==> config.mk <==
export PLATFORM = sky130hd
export DESIGN_NAME = first_fit_block_allocator_flat
export DESIGN_NICKNAME = d
export VERILOG_FILES = /design/src/design/ffba_pkg.sv /design/src/design/ffba_if.sv /design/src/design/first_fit_block_allocator.sv /design/src/design/ffba_ram.sv /design/src/design/ffba_front.sv /design/src/design/ffba_back.sv /design/src/flat_wrapper.sv
export SDC_FILE = /design/constraint.sdc
export NUM_CORES = 1
export LEC_CHECK = 0
export BUFFER_PORTS_ARGS = -buffer_cell sky130_fd_sc_hd__buf_4
export CORE_MARGIN = 8
export CORE_UTILIZATION = 62
export DETAILED_ROUTE_END_ITERATION = 8
export PLACE_DENSITY = 0.8
export SETUP_SLACK_MARGIN = 0.15
export SYNTH_ARGS = -nofsm -noshare
export SYNTH_HDL_FRONTEND = slang
export SYNTH_HIERARCHICAL = 1
export SYNTH_SLANG_ARGS = --single-unit
==> constraint.sdc <==
create_clock -name i_clk -period 5.9 [get_ports i_clk]
set_input_delay 0.59 -clock i_clk [delete_from_list [all_inputs] [get_ports i_clk]]
set_output_delay 0.59 -clock i_clk [all_outputs]
set_load 0.02 [all_outputs]
==> src/design/ffba_pkg.sv <==
// ----------------------------------------------------------------------------
// ffba_pkg
// Shared types and constants of the first-fit block allocator.
// ----------------------------------------------------------------------------
package ffba_pkg;

    localparam int CFG_W        = 5;
    localparam int IN_INDEX_W   = 4;
    localparam int IN_SIZE_W    = 16;
    localparam int OUT_NUM_W    = 4;
    localparam int OUT_SPACE_W  = 16;

    localparam logic [CFG_W-1:0] BLOCKS_RESET = 5'd16;

    localparam logic OP_LOAD  = 1'b0;
    localparam logic OP_ALLOC = 1'b1;

    typedef enum logic [1:0] {
        CMD_LOAD,
        CMD_SKIP,
        CMD_ALLOC
    } t_cmd_kind;

    typedef struct packed {
        t_cmd_kind              kind;
        logic [IN_INDEX_W-1:0]  index;
        logic [IN_SIZE_W-1:0]   size;
    } t_cmd;

    typedef struct packed {
        logic valid;
        t_cmd cmd;
    } t_queue_head;

    typedef struct packed {
        logic                   granted;
        logic [OUT_NUM_W-1:0]   block_number;
        logic [OUT_SPACE_W-1:0] space_left;
    } t_result;

    typedef enum logic [1:0] {
        ST_IDLE,
        ST_SCAN,
        ST_RESULT
    } t_back_state;

endpackage

==> src/design/ffba_if.sv <==
// ----------------------------------------------------------------------------
// ffba_if
// Request and response channels of the first-fit block allocator.
// ----------------------------------------------------------------------------
interface ffba_req_if
    import ffba_pkg::*;
();
    logic                  valid;
    logic                  ready;
    logic                  op;
    logic [IN_INDEX_W-1:0] block_index;
    logic [IN_SIZE_W-1:0]  size;

    modport source (output valid, output op, output block_index, output size, input ready);
    modport sink   (input valid, input op, input block_index, input size, output ready);
endinterface

interface ffba_rsp_if
    import ffba_pkg::*;
();
    logic                   valid;
    logic                   ready;
    logic                   granted;
    logic [OUT_NUM_W-1:0]   block_number;
    logic [OUT_SPACE_W-1:0] space_left;

    modport source (output valid, output granted, output block_number, output space_left,
                    input ready);
    modport sink   (input valid, input granted, input block_number, input space_left,
                    output ready);
endinterface

==> src/design/first_fit_block_allocator.sv <==
// ----------------------------------------------------------------------------
// first_fit_block_allocator
// First-fit allocator over a table of free space, one entry per memory block.
// ----------------------------------------------------------------------------
// usage
//   i_req carries items: op selects a load of one block size or an allocate
//   request. o_rsp returns one item for each request, in order.
//   i_cfg_we / i_cfg_wdata write blocks_in_use, the number of entries searched;
//   write it only while no item is in flight.
// throughput
//   the scan reads the table RAM through its single read port one entry per
//   cycle. a two-entry queue sits between the request side and the scan
//   engine, so up to two items are taken while the engine is busy.
// reset
//   clears the queue, the output register and all table entries (free space
//   zero) at once, and sets blocks_in_use to 16.
// stall
//   the result stays in the output register until taken; the engine then
//   waits, and the request side stops once the queue is full.
// ----------------------------------------------------------------------------
module first_fit_block_allocator
    import ffba_pkg::*;
#(
    parameter int NUM_BLOCKS = 16,
    parameter int SIZE_BITS  = 16
) (
    input  logic             i_clk,
    input  logic             i_rst_n,
    input  logic             i_cfg_we,
    input  logic [CFG_W-1:0] i_cfg_wdata,
    ffba_req_if.sink         i_req,
    ffba_rsp_if.source       o_rsp
);

    logic [CFG_W-1:0] r_blocks_in_use;
    t_queue_head      head;
    logic             pop;

    always_ff @(posedge i_clk) begin
        if (!i_rst_n) begin
            r_blocks_in_use <= BLOCKS_RESET;
        end else if (i_cfg_we) begin
            r_blocks_in_use <= i_cfg_wdata;
        end
    end

    ffba_front #(
        .NUM_BLOCKS (NUM_BLOCKS)
    ) u_front (
        .i_clk   (i_clk),
        .i_rst_n (i_rst_n),
        .i_req   (i_req),
        .o_head  (head),
        .i_pop   (pop)
    );

    ffba_back #(
        .NUM_BLOCKS (NUM_BLOCKS),
        .SIZE_BITS  (SIZE_BITS)
    ) u_back (
        .i_clk           (i_clk),
        .i_rst_n         (i_rst_n),
        .i_blocks_in_use (r_blocks_in_use),
        .i_head          (head),
        .o_pop           (pop),
        .o_rsp           (o_rsp)
    );

endmodule

==> src/design/ffba_ram.sv <==
// ----------------------------------------------------------------------------
// ffba_ram
// Generic single-write, single-read RAM with registered read data.
// ----------------------------------------------------------------------------
module ffba_ram #(
    parameter int WIDTH = 16,
    parameter int DEPTH = 16
) (
    input  logic                                   i_clk,
    input  logic                                   i_we,
    input  logic [((DEPTH > 1) ? $clog2(DEPTH) : 1)-1:0] i_waddr,
    input  logic [WIDTH-1:0]                       i_wdata,
    input  logic                                   i_re,
    input  logic [((DEPTH > 1) ? $clog2(DEPTH) : 1)-1:0] i_raddr,
    output logic [WIDTH-1:0]                       o_rdata
);

    logic [WIDTH-1:0] r_mem [DEPTH];
    logic [WIDTH-1:0] r_rdata;

    always_ff @(posedge i_clk) begin
        if (i_we) begin
            r_mem[i_waddr] <= i_wdata;
        end
        if (i_re) begin
            r_rdata <= r_mem[i_raddr];
        end
    end

    assign o_rdata = r_rdata;

endmodule

==> src/design/ffba_front.sv <==
// ----------------------------------------------------------------------------
// ffba_front
// Accepts request items, classifies them and holds them in a two-entry queue.
// ----------------------------------------------------------------------------
module ffba_front
    import ffba_pkg::*;
#(
    parameter int NUM_BLOCKS = 16
) (
    input  logic        i_clk,
    input  logic        i_rst_n,
    ffba_req_if.sink    i_req,
    output t_queue_head o_head,
    input  logic        i_pop
);

    t_cmd       r_q [2];
    logic       r_wr_ptr;
    logic       r_rd_ptr;
    logic [1:0] r_count;
    logic       n_wr_ptr;
    logic       n_rd_ptr;
    logic [1:0] n_count;
    logic       push;
    logic       pop;
    t_cmd       new_cmd;

    assign i_req.ready = (r_count != 2'd2);
    assign push        = i_req.valid && i_req.ready;
    assign pop         = i_pop && (r_count != 2'd0);

    always_comb begin
        new_cmd.index = i_req.block_index;
        new_cmd.size  = i_req.size;
        if (i_req.op == OP_ALLOC) begin
            new_cmd.kind = CMD_ALLOC;
        end else if (32'(i_req.block_index) < NUM_BLOCKS) begin
            new_cmd.kind = CMD_LOAD;
        end else begin
            new_cmd.kind = CMD_SKIP;
        end
    end

    always_comb begin
        n_wr_ptr = push ? !r_wr_ptr : r_wr_ptr;
        n_rd_ptr = pop ? !r_rd_ptr : r_rd_ptr;
        n_count  = r_count + 2'(push) - 2'(pop);
    end

    always_ff @(posedge i_clk) begin
        if (!i_rst_n) begin
            r_wr_ptr <= 1'b0;
            r_rd_ptr <= 1'b0;
            r_count  <= 2'd0;
        end else begin
            r_wr_ptr <= n_wr_ptr;
            r_rd_ptr <= n_rd_ptr;
            r_count  <= n_count;
        end
    end

    always_ff @(posedge i_clk) begin
        if (push) begin
            r_q[r_wr_ptr] <= new_cmd;
        end
    end

    assign o_head.valid = (r_count != 2'd0);
    assign o_head.cmd   = r_q[r_rd_ptr];

endmodule

==> src/design/ffba_back.sv <==
// ----------------------------------------------------------------------------
// ffba_back
// Executes queued items: table loads and the first-fit scan over the table.
// ----------------------------------------------------------------------------
module ffba_back
    import ffba_pkg::*;
#(
    parameter int NUM_BLOCKS = 16,
    parameter int SIZE_BITS  = 16
) (
    input  logic             i_clk,
    input  logic             i_rst_n,
    input  logic [CFG_W-1:0] i_blocks_in_use,
    input  t_queue_head      i_head,
    output logic             o_pop,
    ffba_rsp_if.source       o_rsp
);

    localparam int IDX_W = (NUM_BLOCKS > 1) ? $clog2(NUM_BLOCKS) : 1;
    localparam int PTR_W = $clog2(NUM_BLOCKS + 1);

    t_back_state           r_state;
    t_back_state           n_state;
    logic [SIZE_BITS-1:0]  r_size;
    logic [SIZE_BITS-1:0]  n_size;
    logic [PTR_W-1:0]      r_limit;
    logic [PTR_W-1:0]      n_limit;
    logic [PTR_W-1:0]      r_rd_ptr;
    logic [PTR_W-1:0]      n_rd_ptr;
    logic [PTR_W-1:0]      r_ev_ptr;
    logic [PTR_W-1:0]      n_ev_ptr;
    logic                  r_pend;
    logic                  n_pend;
    logic                  r_ev_vld;
    logic                  n_ev_vld;
    logic [NUM_BLOCKS-1:0] r_valid;
    t_result               r_res;
    t_result               n_res;
    logic                  r_out_valid;
    t_result               r_out;
    t_result               n_out;
    logic                  load_out;

    logic                  ram_we;
    logic [IDX_W-1:0]      ram_waddr;
    logic [SIZE_BITS-1:0]  ram_wdata;
    logic                  ram_re;
    logic [IDX_W-1:0]      ram_raddr;
    logic [SIZE_BITS-1:0]  ram_rdata;

    logic                  out_free;
    logic [PTR_W-1:0]      lim_eff;
    logic [SIZE_BITS-1:0]  head_size;
    logic [SIZE_BITS-1:0]  cur_space;
    logic [SIZE_BITS-1:0]  diff;
    logic                  fit;
    logic                  issue;

    ffba_ram #(
        .WIDTH (SIZE_BITS),
        .DEPTH (NUM_BLOCKS)
    ) u_ram (
        .i_clk   (i_clk),
        .i_we    (ram_we),
        .i_waddr (ram_waddr),
        .i_wdata (ram_wdata),
        .i_re    (ram_re),
        .i_raddr (ram_raddr),
        .o_rdata (ram_rdata)
    );

    assign out_free  = !r_out_valid || o_rsp.ready;
    assign lim_eff   = (32'(i_blocks_in_use) > NUM_BLOCKS) ? PTR_W'(NUM_BLOCKS)
                                                            : PTR_W'(i_blocks_in_use);
    assign head_size = SIZE_BITS'(i_head.cmd.size);
    assign cur_space = r_ev_vld ? ram_rdata : '0;
    assign diff      = cur_space - r_size;
    assign fit       = r_pend && (cur_space >= r_size);
    assign issue     = (r_rd_ptr < r_limit);
    assign ram_raddr = r_rd_ptr[IDX_W-1:0];

    always_comb begin
        n_state   = r_state;
        n_size    = r_size;
        n_limit   = r_limit;
        n_rd_ptr  = r_rd_ptr;
        n_ev_ptr  = r_ev_ptr;
        n_pend    = r_pend;
        n_ev_vld  = r_ev_vld;
        n_res     = r_res;
        n_out     = r_out;
        load_out  = 1'b0;
        o_pop     = 1'b0;
        ram_we    = 1'b0;
        ram_waddr = '0;
        ram_wdata = '0;
        ram_re    = 1'b0;

        case (r_state)
            ST_IDLE: begin
                if (i_head.valid) begin
                    case (i_head.cmd.kind)
                        CMD_LOAD: begin
                            if (out_free) begin
                                o_pop     = 1'b1;
                                ram_we    = 1'b1;
                                ram_waddr = IDX_W'(i_head.cmd.index);
                                ram_wdata = head_size;
                                load_out  = 1'b1;
                                n_out     = '{granted: 1'b0, block_number: '0,
                                              space_left: OUT_SPACE_W'(head_size)};
                            end
                        end
                        CMD_SKIP: begin
                            if (out_free) begin
                                o_pop    = 1'b1;
                                load_out = 1'b1;
                                n_out    = '0;
                            end
                        end
                        CMD_ALLOC: begin
                            o_pop    = 1'b1;
                            n_size   = head_size;
                            n_limit  = lim_eff;
                            n_rd_ptr = '0;
                            n_pend   = 1'b0;
                            if (lim_eff == '0) begin
                                n_res   = '0;
                                n_state = ST_RESULT;
                            end else begin
                                n_state = ST_SCAN;
                            end
                        end
                        default: begin
                            n_state = ST_IDLE;
                        end
                    endcase
                end
            end
            ST_SCAN: begin
                if (fit) begin
                    ram_we    = 1'b1;
                    ram_waddr = r_ev_ptr[IDX_W-1:0];
                    ram_wdata = diff;
                    n_pend    = 1'b0;
                    n_res     = '{granted: 1'b1, block_number: OUT_NUM_W'(r_ev_ptr),
                                  space_left: OUT_SPACE_W'(diff)};
                    n_state   = ST_RESULT;
                end else if (!issue) begin
                    n_pend  = 1'b0;
                    n_res   = '0;
                    n_state = ST_RESULT;
                end else begin
                    ram_re   = 1'b1;
                    n_rd_ptr = r_rd_ptr + PTR_W'(1);
                    n_ev_ptr = r_rd_ptr;
                    n_pend   = 1'b1;
                    n_ev_vld = r_valid[r_rd_ptr[IDX_W-1:0]];
                end
            end
            ST_RESULT: begin
                if (out_free) begin
                    load_out = 1'b1;
                    n_out    = r_res;
                    n_state  = ST_IDLE;
                end
            end
            default: begin
                n_state = ST_IDLE;
            end
        endcase
    end

    always_ff @(posedge i_clk) begin
        if (!i_rst_n) begin
            r_state     <= ST_IDLE;
            r_pend      <= 1'b0;
            r_valid     <= '0;
            r_out_valid <= 1'b0;
        end else begin
            r_state <= n_state;
            r_pend  <= n_pend;
            if (ram_we) begin
                r_valid[ram_waddr] <= 1'b1;
            end
            if (load_out) begin
                r_out_valid <= 1'b1;
            end else if (o_rsp.ready) begin
                r_out_valid <= 1'b0;
            end
        end
    end

    always_ff @(posedge i_clk) begin
        r_size   <= n_size;
        r_limit  <= n_limit;
        r_rd_ptr <= n_rd_ptr;
        r_ev_ptr <= n_ev_ptr;
        r_ev_vld <= n_ev_vld;
        r_res    <= n_res;
        r_out    <= n_out;
    end

    assign o_rsp.valid        = r_out_valid;
    assign o_rsp.granted      = r_out.granted;
    assign o_rsp.block_number = r_out.block_number;
    assign o_rsp.space_left   = r_out.space_left;

endmodule

==> src/flat_wrapper.sv <==
// flat-port wrapper written by rule: the top's interface ports become plain ports
module first_fit_block_allocator_flat import ffba_pkg::*;
#(
    parameter int NUM_BLOCKS = 16,
    parameter int SIZE_BITS  = 16
)
  (i_clk, i_rst_n, i_cfg_we, i_cfg_wdata, i_req_valid, i_req_op, i_req_block_index, i_req_size, i_req_ready, o_rsp_valid, o_rsp_granted, o_rsp_block_number, o_rsp_space_left, o_rsp_ready);
  ffba_req_if i_req_i ();
  ffba_rsp_if o_rsp_i ();
  input  logic i_clk;
  input  logic i_rst_n;
  input  logic i_cfg_we;
  input  logic [CFG_W-1:0] i_cfg_wdata;
  input wire logic [$bits(i_req_i.valid)-1:0] i_req_valid;
  input wire logic [$bits(i_req_i.op)-1:0] i_req_op;
  input wire logic [$bits(i_req_i.block_index)-1:0] i_req_block_index;
  input wire logic [$bits(i_req_i.size)-1:0] i_req_size;
  output wire logic [$bits(i_req_i.ready)-1:0] i_req_ready;
  output wire logic [$bits(o_rsp_i.valid)-1:0] o_rsp_valid;
  output wire logic [$bits(o_rsp_i.granted)-1:0] o_rsp_granted;
  output wire logic [$bits(o_rsp_i.block_number)-1:0] o_rsp_block_number;
  output wire logic [$bits(o_rsp_i.space_left)-1:0] o_rsp_space_left;
  input wire logic [$bits(o_rsp_i.ready)-1:0] o_rsp_ready;
  assign i_req_i.valid = i_req_valid;
  assign i_req_i.op = i_req_op;
  assign i_req_i.block_index = i_req_block_index;
  assign i_req_i.size = i_req_size;
  assign i_req_ready = i_req_i.ready;
  assign o_rsp_valid = o_rsp_i.valid;
  assign o_rsp_granted = o_rsp_i.granted;
  assign o_rsp_block_number = o_rsp_i.block_number;
  assign o_rsp_space_left = o_rsp_i.space_left;
  assign o_rsp_i.ready = o_rsp_ready;
  first_fit_block_allocator #(.NUM_BLOCKS(NUM_BLOCKS), .SIZE_BITS(SIZE_BITS)) u_core (.i_clk(i_clk), .i_rst_n(i_rst_n), .i_cfg_we(i_cfg_we), .i_cfg_wdata(i_cfg_wdata), .i_req(i_req_i), .o_rsp(o_rsp_i));
endmodule
==> summary.md <==
| Metric | Value |
|---|---|
| Fin. max-slew vios | 0 |
| Setup slack at placement | 1.785 ns |
| FF+latch count, synth | 417 |
| Clock share of power | 36.5% |
| Crit path max fanout | 28 |
| Initial antenna violation count | 0 |
| Syn nets | 1032 |
| Commonest cells after routing, fill and taps aside | edfxtp_1, buf_4, mux4_2 |
| Clock Latency Late Sink | roughly 0.55 ns |
| Final period util | between 70% and 80% |
| Max-cap violations | 0 |
| Crit path required time | 6.12 ns |
| CTS tree | yes |
| H-tree depth | 2 |
| Pleak | about 7 nW |
| Yosys cell types | 69 |
| Starting density of the core | 63.24% |
| Crit Path Class | reg -> reg |
| First-pass GRT wire length | ~54000 um |
| Vias/cell | approximately 6.4 |
| Crit. End Element | flip-flop |
| DR iter-0 viols | ~1000 |
| Number of global-route vias before repair | between 9000 and 10000 |
| Final setup violating endpoints | 0 |
| Hold WS | around 0.24 ns |
| Power Density | 381.8 mW/mm2 |
| Hold Path Origin | i_req_size[13] |
| Sink Count | 417 |
| RR Endpoint | u_core/u_back/u_ram/r_mem[11][8]$_DFFE_PP_ |
| Post-Syn Area | around 0.017 mm2 |
| Area of the multi-input gates | ~0.0045 mm2 |
| Clock Skew | about 0.020 ns |
| Final Instance Area | just under 0.02 mm2 |
| NumNets Final | 1118 |
| Fin Setup TNS | 0 ns |
| FILL cells | about 1600 |
| Asr flop ratio synth | 0% |
| HP Class | in -> reg |
| Top cell type's share of synthesized area | between 60% and 70% |
| Post-route worst setup slack | 1.621 ns |
| CTS Buffer Depth | 3 |
| DRT Wirelength | around 35000 um |
| CTS Hold Bufs | 0 |
| Worst vdd ir | roughly 0.31 mV |
| Final worst path period need | 4.279 ns |
| Count of cells resized by post-cts repair | 0 |
| Launching point of the worst reg2reg path | u_core/u_back/r_ev_vld$_DFFE_PP_ |
| Core Rows | 60 |
| Storage element area | approximately 0.012 mm2 |
| Post-CTS Repair Setup Buffers | 0 |
| Power share of the combinational group | 15.0% |
| Synth Flop Type | edfxtp_1 |
| PortBufs | 53 |
| Vias | 9195 |
| Number of antenna diodes | 0 |
| Placed Instances | about 1400 |
| DP HPWL | 21550 um |
| Worst Path Arrival | approximately 4.5 ns |
| P_int | around 5.5 mW |
| RSZ-0062 raised after global routing | false |
| Area of the core | between 0.02 and 0.03 mm2 |
| Status | completed |
| Placed cell area | approximately 0.018 mm2 |
| # DRC | 0 |
| Cts bufs inserted | 42 |
| Largest net degree at the start of global routing | 69 |
| Pre-Repair DR Iteration Count | 6 |
| Hold Path Depth | 1 |
| Sw Pwr | approximately 1.8 mW |
| Post-synthesis sequential area ratio | 71.71% |
| Die height | 181.8 um |
| Yosys warnings | 6 |
| Rel. slew slack | approximately 15% |
| Commonest non-fill, non-tap cell in the layout | edfxtp_1 |
| Top cell type by total area after synthesis | edfxtp_1 |
| DIE WIDTH | 181.8 um |
| Share of cells above drive strength 1 | between 20 and 25% |
| Die ar. | ~0.033 mm2 |
| Layout area overhead | 13.26% |
| Final cell count without fillers | ~1400 |
| Final Power | between 7 and 8 mW |
| Root Buffer | clkbuf_16 |
| Post-layout util | a little under three quarters |
| R2R Setup Slk | about 1.6 ns |
| EDFF count, synth | 387 |
| Final-report hold violation count | 0 |
| I/O Pins | between 50 and 60 |
| Max Fclk | between 200 and 250 MHz |
| WHS Endpoint | u_core/u_front/r_q[1][13]$_DFFE_PP_ |
| Syn_area_per_cell | around 17 um2 |
| DR WL/cell | between 20 and 25 um |
| Placer congestion estimate | between 0.8 and 0.9 |
| Top cells by area, synth | edfxtp_1, mux4_2, dfxtp_1 |
| Worst-margin pin slew | 1.268 ns |
| Gate count after technology mapping | around 1000 |
| Worst-case reg-to-reg path depth | 12 |
| Seq pwr share | 48.5% |
| Gr usage total | between 20% and 30% |
| Clk pin slew, worst setup/hold paths | around 0.070 ns |
| CP Launch Type | flip-flop |
| Global route total overflow | 0 |
| Sw Share | about 25% |
| Antenna viol nets, final | 0 |
-- worst max-delay path, stage by stage, from the launching register on --
cell and delay, ns:
edfxtp_1 0.62, nand2_1 0.11, ha_1 0.23, fa_1 0.41, nand2b_1 0.18, a21oi_1 0.23
o21a_1 0.18, o21a_2 0.20, nor2_8 0.10, o21ai_0 0.87, nand2_1 0.31, nor2_1 0.19
buf_4 0.30
-- layout make-up --
cell class	count	area share, %
multi-input combinational	485	23.33
clock buffer	53	5.711
inverter	37	0.7195
sequential	417	63.32
clock inverter	23	1.562
timing repair buffer	81	3.150
tap	341	2.210
-- layer usage --
layer  wire [um]  global-route usage (%)
met1       14700                   29.03
met3        2369                   3.134
met2       17000                   35.21
met5           0                       0
met4         816                   5.871
-- cell usage after synthesis, types with 2 or more instances --
cell       instances
o22a_1             2
ha_1              22
nor3_1            10
buf_6              5
a211oi_1           3
a21oi_1           36
buf_1              5
xnor2_1            5
nand4_1            3
o21ai_0           12
nand3_1            6
a22oi_1           32
o21a_1             7
mux2_1            18
mux4_2            59
mux4_1            10
nor2b_1           29
nand2b_1          10
o31a_1             2
o32ai_1            2
dfxtp_1           30
nor2_1            47
o21ai_1            2
o2bb2ai_1          2
mux2_2             3
a21o_1            21
a22o_1            19
o21bai_1           4
or2_2              5
clkbuf_1          18
and3_1             5
nand2_1           32
mux2i_1            5
a21boi_0           4
a32o_1             2
and2_1            28
buf_4              4
edfxtp_1         387
inv_1             36
xor2_1             9
nand3b_1           3
buf_2              7
-- sequential cells by signal (all words and copies together), names as in the netlist, named ones only --
name,cells
u_core/r_blocks_in_use,5
u_core/u_back/o_rsp.block_number,4
u_core/u_back/o_rsp.granted,1
u_core/u_back/o_rsp.space_left,16
u_core/u_back/o_rsp.valid,1
u_core/u_back/r_ev_ptr,4
u_core/u_back/r_ev_vld,1
u_core/u_back/r_limit,5
u_core/u_back/r_pend,1
u_core/u_back/r_rd_ptr,5
u_core/u_back/r_res,21
u_core/u_back/r_size,16
u_core/u_back/r_state,2
u_core/u_back/r_valid,16
u_core/u_back/u_ram/o_rdata,16
u_core/u_back/u_ram/r_mem,256
u_core/u_front/r_count,2
u_core/u_front/r_q,42
u_core/u_front/r_rd_ptr,1
u_core/u_front/r_wr_ptr,1
-- worst max-delay path by stage --
stage	start	to	depth (start not counted)
finish	u_core/u_back/r_ev_vld$_DFFE_PP_	u_core/u_back/u_ram/r_mem[11][8]$_DFFE_PP_	12
global route	u_core/u_back/r_ev_vld$_DFFE_PP_	u_core/u_back/u_ram/r_mem[3][10]$_DFFE_PP_	12
CTS	u_core/u_back/r_ev_vld$_DFFE_PP_	u_core/u_back/u_ram/r_mem[15][6]$_DFFE_PP_	12
detailed placement	u_core/u_back/r_ev_vld$_DFFE_PP_	u_core/u_back/u_ram/r_mem[6][7]$_DFFE_PP_	12
global placement	u_core/u_back/r_ev_vld$_DFFE_PP_	u_core/u_back/u_ram/r_mem[7][6]$_DFFE_PP_	12
floorplan	u_core/u_back/r_ev_vld$_DFFE_PP_	u_core/u_back/u_ram/r_mem[0][0]$_DFFE_PP_	13
-- power by group through the flow --
stage | Combinational, mW | Clock (mW) | Sequential, mW
2_1_floorplan | 0.731 | 0 | 3.65
3_3_place_gp | 1.06 | 0 | 3.63
3_5_place_dp | 1.09 | 0 | 3.63
4_1_cts | 1.10 | 2.73 | 3.57
5_1_grt | 1.19 | 2.83 | 3.59
6_report | 1.10 | 2.69 | 3.57
-- cells by family after synthesis --
family	Yosys count	share of synthesized area [%]
buffers and inverters	76	2.034
adder cells (fa/ha/maj)	23	1.733
other	1	0.02200
AO/OA/AOI/OAI	162	6.776
multiplexers	95	11.02
XOR/XNOR	14	0.7195
AND/OR/NAND/NOR	190	5.984
flip-flops	417	71.71
Note: power is estimated with default switching activity, not from simulation.
